[src/hw/rtl/assert_macros.svh]
// assertion macros shared by the rtl
`ifndef ASSERT_MACROS_SVH
`define ASSERT_MACROS_SVH
`ifndef ASSERT_OFF
// property holds at every clock edge outside reset
`define ASSERT_AT(label, clk, rst_n, prop) \
	label: assert property (@(posedge clk) disable iff (!rst_n) (prop)) \
		else $error("assertion failed");
// condition never seen at a clock edge outside reset
`define ASSERT_NEVER(label, clk, rst_n, cond) \
	label: assert property (@(posedge clk) disable iff (!rst_n) !(cond)) \
		else $error("forbidden condition seen");
`else
`define ASSERT_AT(label, clk, rst_n, prop)
`define ASSERT_NEVER(label, clk, rst_n, cond)
`endif
`endif

[src/hw/rtl/clti_pkg.sv]
// types and constants of the core-local timer interruptor
package clti_pkg;

	// command codes
	localparam logic [1:0] CMD_READ  = 2'd0;
	localparam logic [1:0] CMD_WRITE = 2'd1;
	localparam logic [1:0] CMD_TICK  = 2'd2;

	// configuration register indexes
	localparam int CFG_IDX_W  = 2;
	localparam int CFG_DATA_W = 3;
	localparam logic [CFG_IDX_W-1:0] CFG_HARTS_IN_USE = 2'd0;
	localparam logic [CFG_IDX_W-1:0] CFG_SHIM_MODE    = 2'd1;

	// register map
	localparam logic [15:0] CMP_BASE     = 16'h4000;
	localparam logic [15:0] TIME_ADDR    = 16'hbff8;
	localparam logic [15:0] TIME_ADDR_HI = 16'hbffc;
	localparam logic [2:0]  WORD_LEN     = 3'd4;

	// harts visible on the line outputs
	localparam int LINE_HARTS = 4;

	typedef struct packed {
		logic [1:0]  cmd;
		logic [15:0] offset;
		logic [2:0]  access_len;
		logic [31:0] write_data;
	} req_t;

	typedef struct packed {
		logic [31:0] read_data;
		logic        access_ok;
		logic [3:0]  soft_lines;
		logic [3:0]  mach_timer_lines;
		logic [3:0]  super_timer_lines;
		logic [3:0]  wake_pulse;
		logic [31:0] time_low;
	} rsp_t;

	// decoded access
	typedef struct packed {
		logic       ok;
		logic       tick;
		logic       wr;
		logic       soft_hit;
		logic       cmp_hit;
		logic       time_hit;
		logic       hi;
		logic [2:0] hart;
	} dec_t;

endpackage

[src/hw/rtl/clti_decode.sv]
// address and command decoder of the core-local timer interruptor
module clti_decode #(
	parameter int REGION_BYTES = 65536
) (
	input  clti_pkg::req_t req,
	input  logic [2:0]     harts,
	output clti_pkg::dec_t dec
);

	logic access;
	logic aligned;
	logic in_soft;
	logic in_cmp;

	assign access = ((req.cmd == clti_pkg::CMD_READ) || (req.cmd == clti_pkg::CMD_WRITE))
		&& (req.access_len == clti_pkg::WORD_LEN)
		&& ({1'b0, req.offset} < 17'(REGION_BYTES));
	assign aligned = (req.offset[1:0] == 2'b00);
	// soft words sit at 4*h, compare pairs at base + 8*h
	assign in_soft = (req.offset[15:5] == 11'b0) && (req.offset[4:0] < {harts, 2'b00});
	assign in_cmp  = (req.offset[15:6] == clti_pkg::CMP_BASE[15:6])
		&& (req.offset[5:0] < {harts, 3'b000});

	always_comb begin
		dec = '0;
		if (req.cmd == clti_pkg::CMD_TICK) begin
			dec.ok   = 1'b1;
			dec.tick = 1'b1;
		end else if (access) begin
			dec.wr = (req.cmd == clti_pkg::CMD_WRITE);
			if (in_soft) begin
				if (aligned) begin
					dec.ok       = 1'b1;
					dec.soft_hit = 1'b1;
					dec.hart     = req.offset[4:2];
				end
			end else if (in_cmp) begin
				if (aligned) begin
					dec.ok      = 1'b1;
					dec.cmp_hit = 1'b1;
					dec.hart    = req.offset[5:3];
					dec.hi      = req.offset[2];
				end
			end else begin
				// anything else in the region, but the time words, reads zero and drops writes
				dec.ok = 1'b1;
				if ((req.offset == clti_pkg::TIME_ADDR) || (req.offset == clti_pkg::TIME_ADDR_HI)) begin
					dec.time_hit = 1'b1;
					dec.hi       = req.offset[2];
				end
			end
		end
	end

endmodule

[src/hw/rtl/core_local_timer_interruptor_core.sv]
// top level of the core-local timer interruptor
// Core-local timer and software-interrupt block. Each request word is a bus read,
// a bus write or one timer tick; each gives exactly one response word with read
// data, an ok flag, the per-hart soft, machine-timer and supervisor-timer lines,
// wake pulses and the low half of the time counter after the step. A word is
// taken every cycle unless a waiting response stalls the input register; the word
// passes through two registers, one input register and one result register,
// with the 64-bit time update and the per-hart time >= compare checks done in
// parallel in the single stage between them; the result register presents the response.
// A response that waits at the output holds the next word in the input register.
// All state is cleared by reset (compare values to all ones), no clearing pass.
// Configuration writes are always taken and belong in idle periods.
`include "assert_macros.svh"

module core_local_timer_interruptor_core #(
	parameter int MAX_HARTS    = 4,
	parameter int REGION_BYTES = 65536
) (
	input  logic                                  clk,
	input  logic                                  arst_n,
	input  logic                                  req_valid,
	output logic                                  req_ready,
	input  clti_pkg::req_t                        req,
	output logic                                  rsp_valid,
	input  logic                                  rsp_ready,
	output clti_pkg::rsp_t                        rsp,
	input  logic                                  cfg_valid,
	output logic                                  cfg_ready,
	input  logic [clti_pkg::CFG_IDX_W-1:0]        cfg_index,
	input  logic [clti_pkg::CFG_DATA_W-1:0]       cfg_data
);

	localparam int MAX_N = (MAX_HARTS < 7) ? MAX_HARTS : 7;

	// configuration
	logic [2:0] harts_q;
	logic       shim_q;
	logic [2:0] harts_act;

	// state
	logic [63:0]          time_q;
	logic [63:0]          cmp_q [MAX_HARTS];
	logic [MAX_HARTS-1:0] soft_q;
	logic [MAX_HARTS-1:0] mach_q;
	logic [MAX_HARTS-1:0] super_q;

	// pipeline
	logic            valid_s1;
	clti_pkg::req_t  req_s1;
	logic            fire_s1;
	logic            rsp_valid_q;
	clti_pkg::rsp_t  rsp_q;
	clti_pkg::dec_t  dec;

	// next values
	logic [63:0]          time_next;
	logic [63:0]          cmp_next [MAX_HARTS];
	logic [MAX_HARTS-1:0] soft_next;
	logic [MAX_HARTS-1:0] mach_next;
	logic [MAX_HARTS-1:0] super_next;
	logic [MAX_HARTS-1:0] wake;
	logic [31:0]          rdata;
	logic [3:0]           soft_lines;
	logic [3:0]           mach_lines;
	logic [3:0]           super_lines;
	logic [3:0]           wake_lines;

	assign cfg_ready = 1'b1;

	always_ff @(posedge clk or negedge arst_n) begin
		if (!arst_n) begin
			harts_q <= 3'd1;
			shim_q  <= 1'b0;
		end else if (cfg_valid) begin
			if (cfg_index == clti_pkg::CFG_HARTS_IN_USE) begin
				harts_q <= cfg_data[2:0];
			end else if (cfg_index == clti_pkg::CFG_SHIM_MODE) begin
				shim_q <= cfg_data[0];
			end
		end
	end

	assign harts_act = (int'(harts_q) > MAX_N) ? 3'(MAX_N) : harts_q;

	// handshake: input register advances when the result register is free
	assign fire_s1   = valid_s1 && (!rsp_valid_q || rsp_ready);
	assign req_ready = !valid_s1 || fire_s1;
	assign rsp_valid = rsp_valid_q;
	assign rsp       = rsp_q;

	always_ff @(posedge clk or negedge arst_n) begin
		if (!arst_n) begin
			valid_s1 <= 1'b0;
		end else if (req_ready) begin
			valid_s1 <= req_valid;
		end
	end

	always_ff @(posedge clk) begin
		if (req_valid && req_ready) begin
			req_s1 <= req;
		end
	end

	clti_decode #(
		.REGION_BYTES(REGION_BYTES)
	) u_decode (
		.req  (req_s1),
		.harts(harts_act),
		.dec  (dec)
	);

	always_comb begin
		logic        sel;
		logic        refresh;
		logic        expired;
		logic        soft_rd;
		logic [63:0] cmp_rd;
		soft_rd = 1'b0;
		cmp_rd  = '0;
		time_next = time_q;
		if (dec.tick) begin
			time_next = time_q + 64'd1;
		end else if (dec.time_hit && dec.wr) begin
			if (dec.hi) begin
				time_next = {req_s1.write_data, time_q[31:0]};
			end else begin
				time_next = {time_q[63:32], req_s1.write_data};
			end
		end
		wake = '0;
		for (int g = 0; g < MAX_HARTS; g++) begin
			sel = (int'(dec.hart) == g);
			if (sel) begin
				soft_rd = soft_q[g];
				cmp_rd  = cmp_q[g];
			end
			soft_next[g] = soft_q[g];
			if (dec.soft_hit && dec.wr && sel) begin
				soft_next[g] = req_s1.write_data[0];
				wake[g]      = req_s1.write_data[0];
			end
			cmp_next[g] = cmp_q[g];
			if (dec.cmp_hit && dec.wr && sel) begin
				if (dec.hi) begin
					cmp_next[g] = {req_s1.write_data, cmp_q[g][31:0]};
				end else begin
					cmp_next[g] = {cmp_q[g][63:32], req_s1.write_data};
				end
			end
			// a tick or time write refreshes every hart in use, a compare write its own hart
			refresh = ((dec.tick || (dec.time_hit && dec.wr)) && (g < int'(harts_act)))
				|| (dec.cmp_hit && dec.wr && sel);
			expired = (time_next >= cmp_next[g]);
			mach_next[g]  = mach_q[g];
			super_next[g] = super_q[g];
			if (refresh) begin
				if (shim_q) begin
					super_next[g] = expired;
					mach_next[g]  = 1'b0;
				end else begin
					mach_next[g] = expired;
				end
			end
		end
		rdata = '0;
		if (!dec.wr) begin
			if (dec.soft_hit) begin
				rdata = {31'b0, soft_rd};
			end else if (dec.cmp_hit) begin
				rdata = dec.hi ? cmp_rd[63:32] : cmp_rd[31:0];
			end else if (dec.time_hit) begin
				rdata = dec.hi ? time_q[63:32] : time_q[31:0];
			end
		end
	end

	for (genvar g = 0; g < clti_pkg::LINE_HARTS; g++) begin : g_line
		if (g < MAX_HARTS) begin : g_used
			assign soft_lines[g]  = soft_next[g];
			assign mach_lines[g]  = mach_next[g];
			assign super_lines[g] = super_next[g];
			assign wake_lines[g]  = wake[g];
		end else begin : g_none
			assign soft_lines[g]  = 1'b0;
			assign mach_lines[g]  = 1'b0;
			assign super_lines[g] = 1'b0;
			assign wake_lines[g]  = 1'b0;
		end
	end

	always_ff @(posedge clk or negedge arst_n) begin
		if (!arst_n) begin
			time_q  <= '0;
			soft_q  <= '0;
			mach_q  <= '0;
			super_q <= '0;
			for (int g = 0; g < MAX_HARTS; g++) begin
				cmp_q[g] <= '1;
			end
		end else if (fire_s1) begin
			time_q  <= time_next;
			soft_q  <= soft_next;
			mach_q  <= mach_next;
			super_q <= super_next;
			for (int g = 0; g < MAX_HARTS; g++) begin
				cmp_q[g] <= cmp_next[g];
			end
		end
	end

	// result register
	always_ff @(posedge clk or negedge arst_n) begin
		if (!arst_n) begin
			rsp_valid_q <= 1'b0;
		end else if (fire_s1) begin
			rsp_valid_q <= 1'b1;
		end else if (rsp_ready) begin
			rsp_valid_q <= 1'b0;
		end
	end

	always_ff @(posedge clk) begin
		if (fire_s1) begin
			rsp_q.read_data         <= rdata;
			rsp_q.access_ok         <= dec.ok;
			rsp_q.soft_lines        <= soft_lines;
			rsp_q.mach_timer_lines  <= mach_lines;
			rsp_q.super_timer_lines <= super_lines;
			rsp_q.wake_pulse        <= wake_lines;
			rsp_q.time_low          <= time_next[31:0];
		end
	end

	`ASSERT_AT(a_wake_sets_soft, clk, arst_n, rsp_valid |-> ((rsp.wake_pulse & ~rsp.soft_lines) == 4'b0))
	`ASSERT_NEVER(a_err_no_data, clk, arst_n, rsp_valid && !rsp.access_ok && (rsp.read_data != 32'b0))
	`ASSERT_AT(a_tick_counts, clk, arst_n, (fire_s1 && dec.tick) |=> (time_q == $past(time_q) + 64'd1))
	`ASSERT_AT(a_one_target, clk, arst_n, valid_s1 |-> $onehot0({dec.tick, dec.soft_hit, dec.cmp_hit, dec.time_hit}))

endmodule

[config.mk]
export PLATFORM = sky130hd
export DESIGN_NAME = core_local_timer_interruptor_core
export DESIGN_NICKNAME = d
export VERILOG_FILES = /design/src/hw/rtl/clti_pkg.sv /design/src/hw/rtl/clti_decode.sv /design/src/hw/rtl/core_local_timer_interruptor_core.sv
export VERILOG_INCLUDE_DIRS = /design/src /design/src/hw/rtl
export SDC_FILE = /design/constraint.sdc
export NUM_CORES = 2
export LEC_CHECK = 0
export BUFFER_PORTS_ARGS = -buffer_cell sky130_fd_sc_hd__buf_2
export CAP_MARGIN = 10
export CORE_MARGIN = 2
export CORE_UTILIZATION = 42
export DETAILED_ROUTE_END_ITERATION = 8
export MAX_ROUTING_LAYER = met4
export PLACE_DENSITY = 0.55
export SYNTH_ARGS = -nofsm -noshare
export SYNTH_HDL_FRONTEND = slang
export SYNTH_SLANG_ARGS = --single-unit
[constraint.sdc]
create_clock -name clk -period 11.55 [get_ports clk]
set_input_delay 2.31 -clock clk [delete_from_list [all_inputs] [get_ports clk]]
set_output_delay 2.31 -clock clk [all_outputs]
set_load 0.02 [all_outputs]
# After elaboration in Yosys (flattened, before gate mapping)
# Index checks and enable logic that the tools add are counted.
# word_totals
regBits	472
in_bits	63
out_inout_bits	84
elab_cells	154
# op_classes
n_addsub	1
magnitude_cmp	11
n_eq_ne	10
muxes	64
bitwise	1
n_reduce_logical	40
# op_table
operator	count
64-bit 2-to-1 mux	15
64-bit >= comparator	4
32-bit 2-to-1 mux	4
64-bit by 1-bit adder with 64-bit output (second input constant)	1
1-bit 2-to-1 mux	36
16-bit == test (second input constant)	2
1-bit logical AND	20
8-bit 2-to-1 mux	2
3-bit 2-to-1 mux	5
11-bit logical NOT	1
10-bit by 9-bit == test with 1-bit output (second input constant)	1
3-bit == test (second input constant)	3
1-bit logical OR	9
2-bit logical NOT	3
1-bit by 3-bit < comparator with 1-bit output (first input constant)	2
2-bit by 3-bit < comparator with 1-bit output (first input constant)	2
6-bit < comparator	1
5-bit < comparator	1
2-bit by 1-bit == test with 1-bit output (second input constant)	2
4-bit 2-to-1 mux	1
3-bit by 2-bit == test with 1-bit output (second input constant)	1
3-bit > comparator (second input constant)	1
3-bit logical NOT	1
3-bit AND reduction	1
other kinds (7)	8

# Logic depth before layout (Yosys ltp)
# logic_depth
ltp_word	16
ltp_mapped	24
mapped_depth_nobuf	21

# Cells and area by module
# A second synthesis with hierarchy kept.
# hier_totals
cells_unflattened	3419
area_unflattened_um2	31546.5
# modules_own_cells
mod	n_inst	cells_each	area_per_inst_um2	seq_area_each_um2
core_local_timer_interruptor_core	1	3377	31245.0	12803.5
clti_decode	1	42	301.5	0.0

# Worst setup path after synthesis
# No wires, ideal clock.
# synth_path
path_kind	input port to flip-flop
start	in rsp_ready
end	reg rsp_q, in the netlist rsp[0] (enable)
setup_time_ns	0.477
t_arrival_ns	5.555
required_time_ns	11.073
path_slack_ns	5.518
stages	6
path_buffers	3
path_cell_list	nand2b_1 > nand2_1 > clkbuf_1 > inv_2 > clkbuf_1 > clkbuf_1
# synth_via
elab_chain_cells	2
# synth_lines
item	line	rtl
start, declared	core_local_timer_interruptor_core.sv:25	input logic rsp_ready,
1-bit logical OR	core_local_timer_interruptor_core.sv:86	assign fire_s1 = valid_s1 && (!rsp_valid_q || rsp_ready);
1-bit logical AND	core_local_timer_interruptor_core.sv:86	
net fire_s1	core_local_timer_interruptor_core.sv:50	logic fire_s1;
end, declared	core_local_timer_interruptor_core.sv:52	clti_pkg::rsp_t rsp_q;
# The timed path passes the listed nets, and every way through them passes these cells.
# A chain may end at the register's enable or synchronous reset.

# Worst setup path in the final report
# layout_path
start	reg req_s1[52] (netlist name)
end	reg rsp_q, in the netlist rsp[42], data pin
# layout_via
elab_chain_cells	11
word_cells_on_any_way	23
cone_classes	1 x order compare; 3 x eq/ne; 10 x mux; 9 x reduce/logical
# layout_lines
item	line	rtl
start, declared	core_local_timer_interruptor_core.sv:49	clti_pkg::req_t req_s1;
start signal, assigned	core_local_timer_interruptor_core.sv:101	req_s1 <= req;
2-bit by 1-bit == test with 1-bit output or 2-bit logical NOT (tied branches)	clti_decode.sv:15, clti_decode.sv:30	
1-bit logical OR	clti_decode.sv:15	assign access = ((req.cmd == clti_pkg::CMD_READ) || (req.cmd == clti_pkg::CMD_WRITE))
1-bit logical AND	clti_decode.sv:16	&& (req.access_len == clti_pkg::WORD_LEN)
8-bit 2-to-1 mux	clti_decode.sv:29	end else if (access) begin
8-bit 2-to-1 mux	clti_decode.sv:26	if (req.cmd == clti_pkg::CMD_TICK) begin
3-bit == test (tied with other cells)	core_local_timer_interruptor_core.sv:133	sel = (int'(dec.hart) == g);
1-bit logical AND or 64-bit 2-to-1 mux (tied branches)	core_local_timer_interruptor_core.sv:144, core_local_timer_interruptor_core.sv:153, core_local_timer_interruptor_core.sv:124	
64-bit 2-to-1 mux, on equally long branches	core_local_timer_interruptor_core.sv:144, core_local_timer_interruptor_core.sv:122	
64-bit >= comparator	core_local_timer_interruptor_core.sv:154	expired = (time_next >= cmp_next[g]);
1-bit 2-to-1 mux	core_local_timer_interruptor_core.sv:158	if (shim_q) begin
1-bit 2-to-1 mux *	core_local_timer_interruptor_core.sv:157	if (refresh) begin
net mach_lines[2]	core_local_timer_interruptor_core.sv:64	logic [3:0] mach_lines;
# The timed path passes the listed nets; every way through them passes the cells marked *.

==> results.cfg <==
[run_status]
status = finished, final reports clean

[die]
die_y_um = 276.1
io_pins = 147
rows = 99
start_util_pct = 42.56
core_area_um2 = 73080
dieWidth_um = 276.1
die-area_um2 = 76240

[hold_path]
hold_class = reg -> reg

[worst_setup_path]
worstSetupEndpoint = rsp[42]
worstSetupPathType = reg -> reg
r2r_start = req_s1[52]
critPathSlowestCell = nor4bb_1
r2r_slack_ns = 3.93
critPathCaptureType = flop
startpoint = req_s1[52]
critPathArrivalTime_ns = 7.96
rr_endpoint = rsp[42]
worst-path-max-fanout = 32
path_cells = nor4b_2 -> nand2_1 -> or4_1 -> nor3b_2 -> buf_4 -> mux2i_1 -> ha_1 -> a21oi_1 -> nor2_1 -> o311ai_0 -> a21boi_0 -> o21ai_0 -> nor4bb_1 -> or2_0 -> a2bb2oi_1 -> o21ai_1
worst_setup_path_start_kind = flop
r2r_cells = 16
cpPeakStageDelay_ns = 1.05
required_ns = 11.89

[route]
ant_nets = 0
detail_route.vias_per_cell = 6.074
avgRoutedWirePerCell_um = 26.23
wirelength_um = 114900
drtPass1Iterations = 5
vias = 26600
drc = 0
initialDrtViolationCount = 2371

[power_and_ir_drop]
p_leak_nw = 14.02
powerDensity_nw_per_um2 = 135.3
peakVddDrop_uv = 124.5
p_seq_share_pct = 41.3
p_switching_mw = 1.421
combPwrFrac_pct = 17.8
p_int_mw = 3.261
pwr-share-clk_pct = 40.9
switching_share_pct = 30.35

[cts]
cts_root_buf = clkbuf_16
max-clock-path-buffers = 3
cts_tree = done
cts-resized-gates = 0
path_clk_slew_ns = 0.06
numCtsBuffers = 57
htree_levels = 2
clk_latency_ns = 0.64
cts_sinks = 472
ctsHoldBuffers = 0
postCtsSetupBuffers = 0

[sta]
rsz0062_at_grt = no
final_max_slew_viol_count = 0
relSlewSlack_pct = 20.85
period_share_pct = 65.98
hold_slack_ns = 0.4727
setup_viol = 0
skew_ns = 0.03958
hold_viol = 0
period_needed_ns = 7.620
clock.fmax_mhz = 131.2
worst_pin_slew_ns = 1.171
setup-tns-final_ns = 0

[synth]
yosysMostFrequentCell = nand2_1
ys_types = 89
ys.warnings.count = 0
syn-num-nets = 3656
async_reset_ff_share_pct = 71.61
synthTopCellsByArea = dfstp_2 (22%), edfxtp_1 (13%), ha_1 (10%), mux2i_1 (10%), nand2_1 (6.7%)
seq_area_frac_synth_pct = 41.17
synth-edff-count = 134
synth_cells = 3336
ys_seq_elements = 472
synth_top_cell_area_share_pct = 21.71
synthTopCellsByCount = nand2_1 (551), o21ai_0 (400), mux2i_1 (318), dfstp_2 (257), ha_1 (257)
synth_top_cell_by_area = dfstp_2
post_synth.cell_area_avg_um2 = 9.323
synth_area_um2 = 31100
synthFlopType = dfstp_2

[grt]
grt_pass1_wl_um = 171800
grt_use_total_pct = 30.47
first_global_vias = 25590
grt_start_max_net_pins = 202
grt_antenna_before_repair = 1
overflow = 0

[finish]
drive_gt1_share_pct = 18.59
stdcell_count = 4379
nNetsFinal = 3689
syn_to_final_growth_pct = 11.32
fillers = 7059
final_core_util_pct = 47.37
fin_area_um2 = 34620

[place]
finalWeightedCongestion = 0.9147
numPortBuffers = 145
place_area_um2 = 32650
dp.cells = 4269
dp_hpwl_um = 79360

[job]
max_cap_violations = 0
## flip-flops by register name (all words and copies together), names as in the netlist
name	flops
rsp	81
time_q	64
soft_q	4
rsp_valid	1
harts_q	3
req_s1	53
super_q	4
mach_q	4
shim_q	1
cmp_q	256
valid_s1	1
## power groups by stage
stage	Combinational, mW	Clock [mW]	Sequential (mW)
floorplan	0.507	0	1.93
global placement	0.813	0	1.95
detailed placement	0.821	0	1.96
CTS	0.826	1.95	1.93
global route	0.919	2.03	1.94
finish	0.832	1.92	1.93
## per-layer routing
layer,track usage [%],share of wire (%)
met2,47.11,45
met5,-,0
met4,9.850,3.5
met3,4.124,5.8
met1,41.39,45
## through the flow
step,power [mW],setup WS [ns]
2_1_floorplan,2.440,5.518
3_3_place_gp,2.764,4.237
3_5_place_dp,2.777,4.189
4_1_cts,4.706,4.182
5_1_grt,4.889,3.574
6_report,4.683,3.930
## cells in the final DEF (no fill, tap or decap), drive strengths merged, types with 63 or more instances in the layout
master | netlist | final
nand2 | 551 | 551
o21ai | 423 | 423
mux2i | 318 | 318
ha | 257 | 257
dfstp | 257 | 257
buf | 58 | 208
nor2 | 180 | 180
a21oi | 174 | 174
edfxtp | 134 | 134
a211oi | 93 | 93
clkbuf | 176 | 84
dfrtp | 81 | 81
nand3 | 69 | 69
nand4 | 63 | 63
## cell families (layout without fill, tap and decap cells)
family,after synthesis,after routing,share of synthesized area [%]
compound gates,945,945,18.17
fa+ha+maj,257,257,10.34
buf+inv,263,343,3.576
flops,472,472,41.17
mux,339,339,10.99
other cells,1,5,0.01206
simple gates,1059,1059,15.74
## how the worst min path moves through the flow
stage,startpoint,end,slack [ns],depth (start not counted)
global placement,cmp_q[193],cmp_q[193],0.46,2
global route,cmp_q[220],cmp_q[220],0.48,2
finish,cmp_q[193],cmp_q[193],0.47,2
floorplan,mach_q[3],mach_q[3],0.45,2
CTS,cmp_q[215],cmp_q[215],0.47,2
detailed placement,cmp_q[215],cmp_q[215],0.47,2
## cell type report
type	instances	area (um^2)	share of cell area (%)
flip-flops and latches	472	12800	36.98
well taps	959	1200	3.466
inverters	29	113.9	0.3289
multi-input cells	2601	17300	49.98
repair buffers	208	1234	3.563
clock inverters	22	317.8	0.9180
diodes	4	10.01	0.02891
clock buffers	84	1639	4.734
## critical path, delay by kind of cell, from the launching register on
| family | cells | cell delay, ns |
|---|---|---|
| AOI/OAI and AO/OA | 6 | 1.64 |
| muxes | 1 | 0.33 |
| adders and majority gates | 1 | 0.29 |
| and+or+nand+nor | 7 | 3.92 |
| buffers and inverters | 1 | 0.65 |
| DFF | 1 | 0.42 |
No activity file was read; power rests on OpenSTA's default activity.
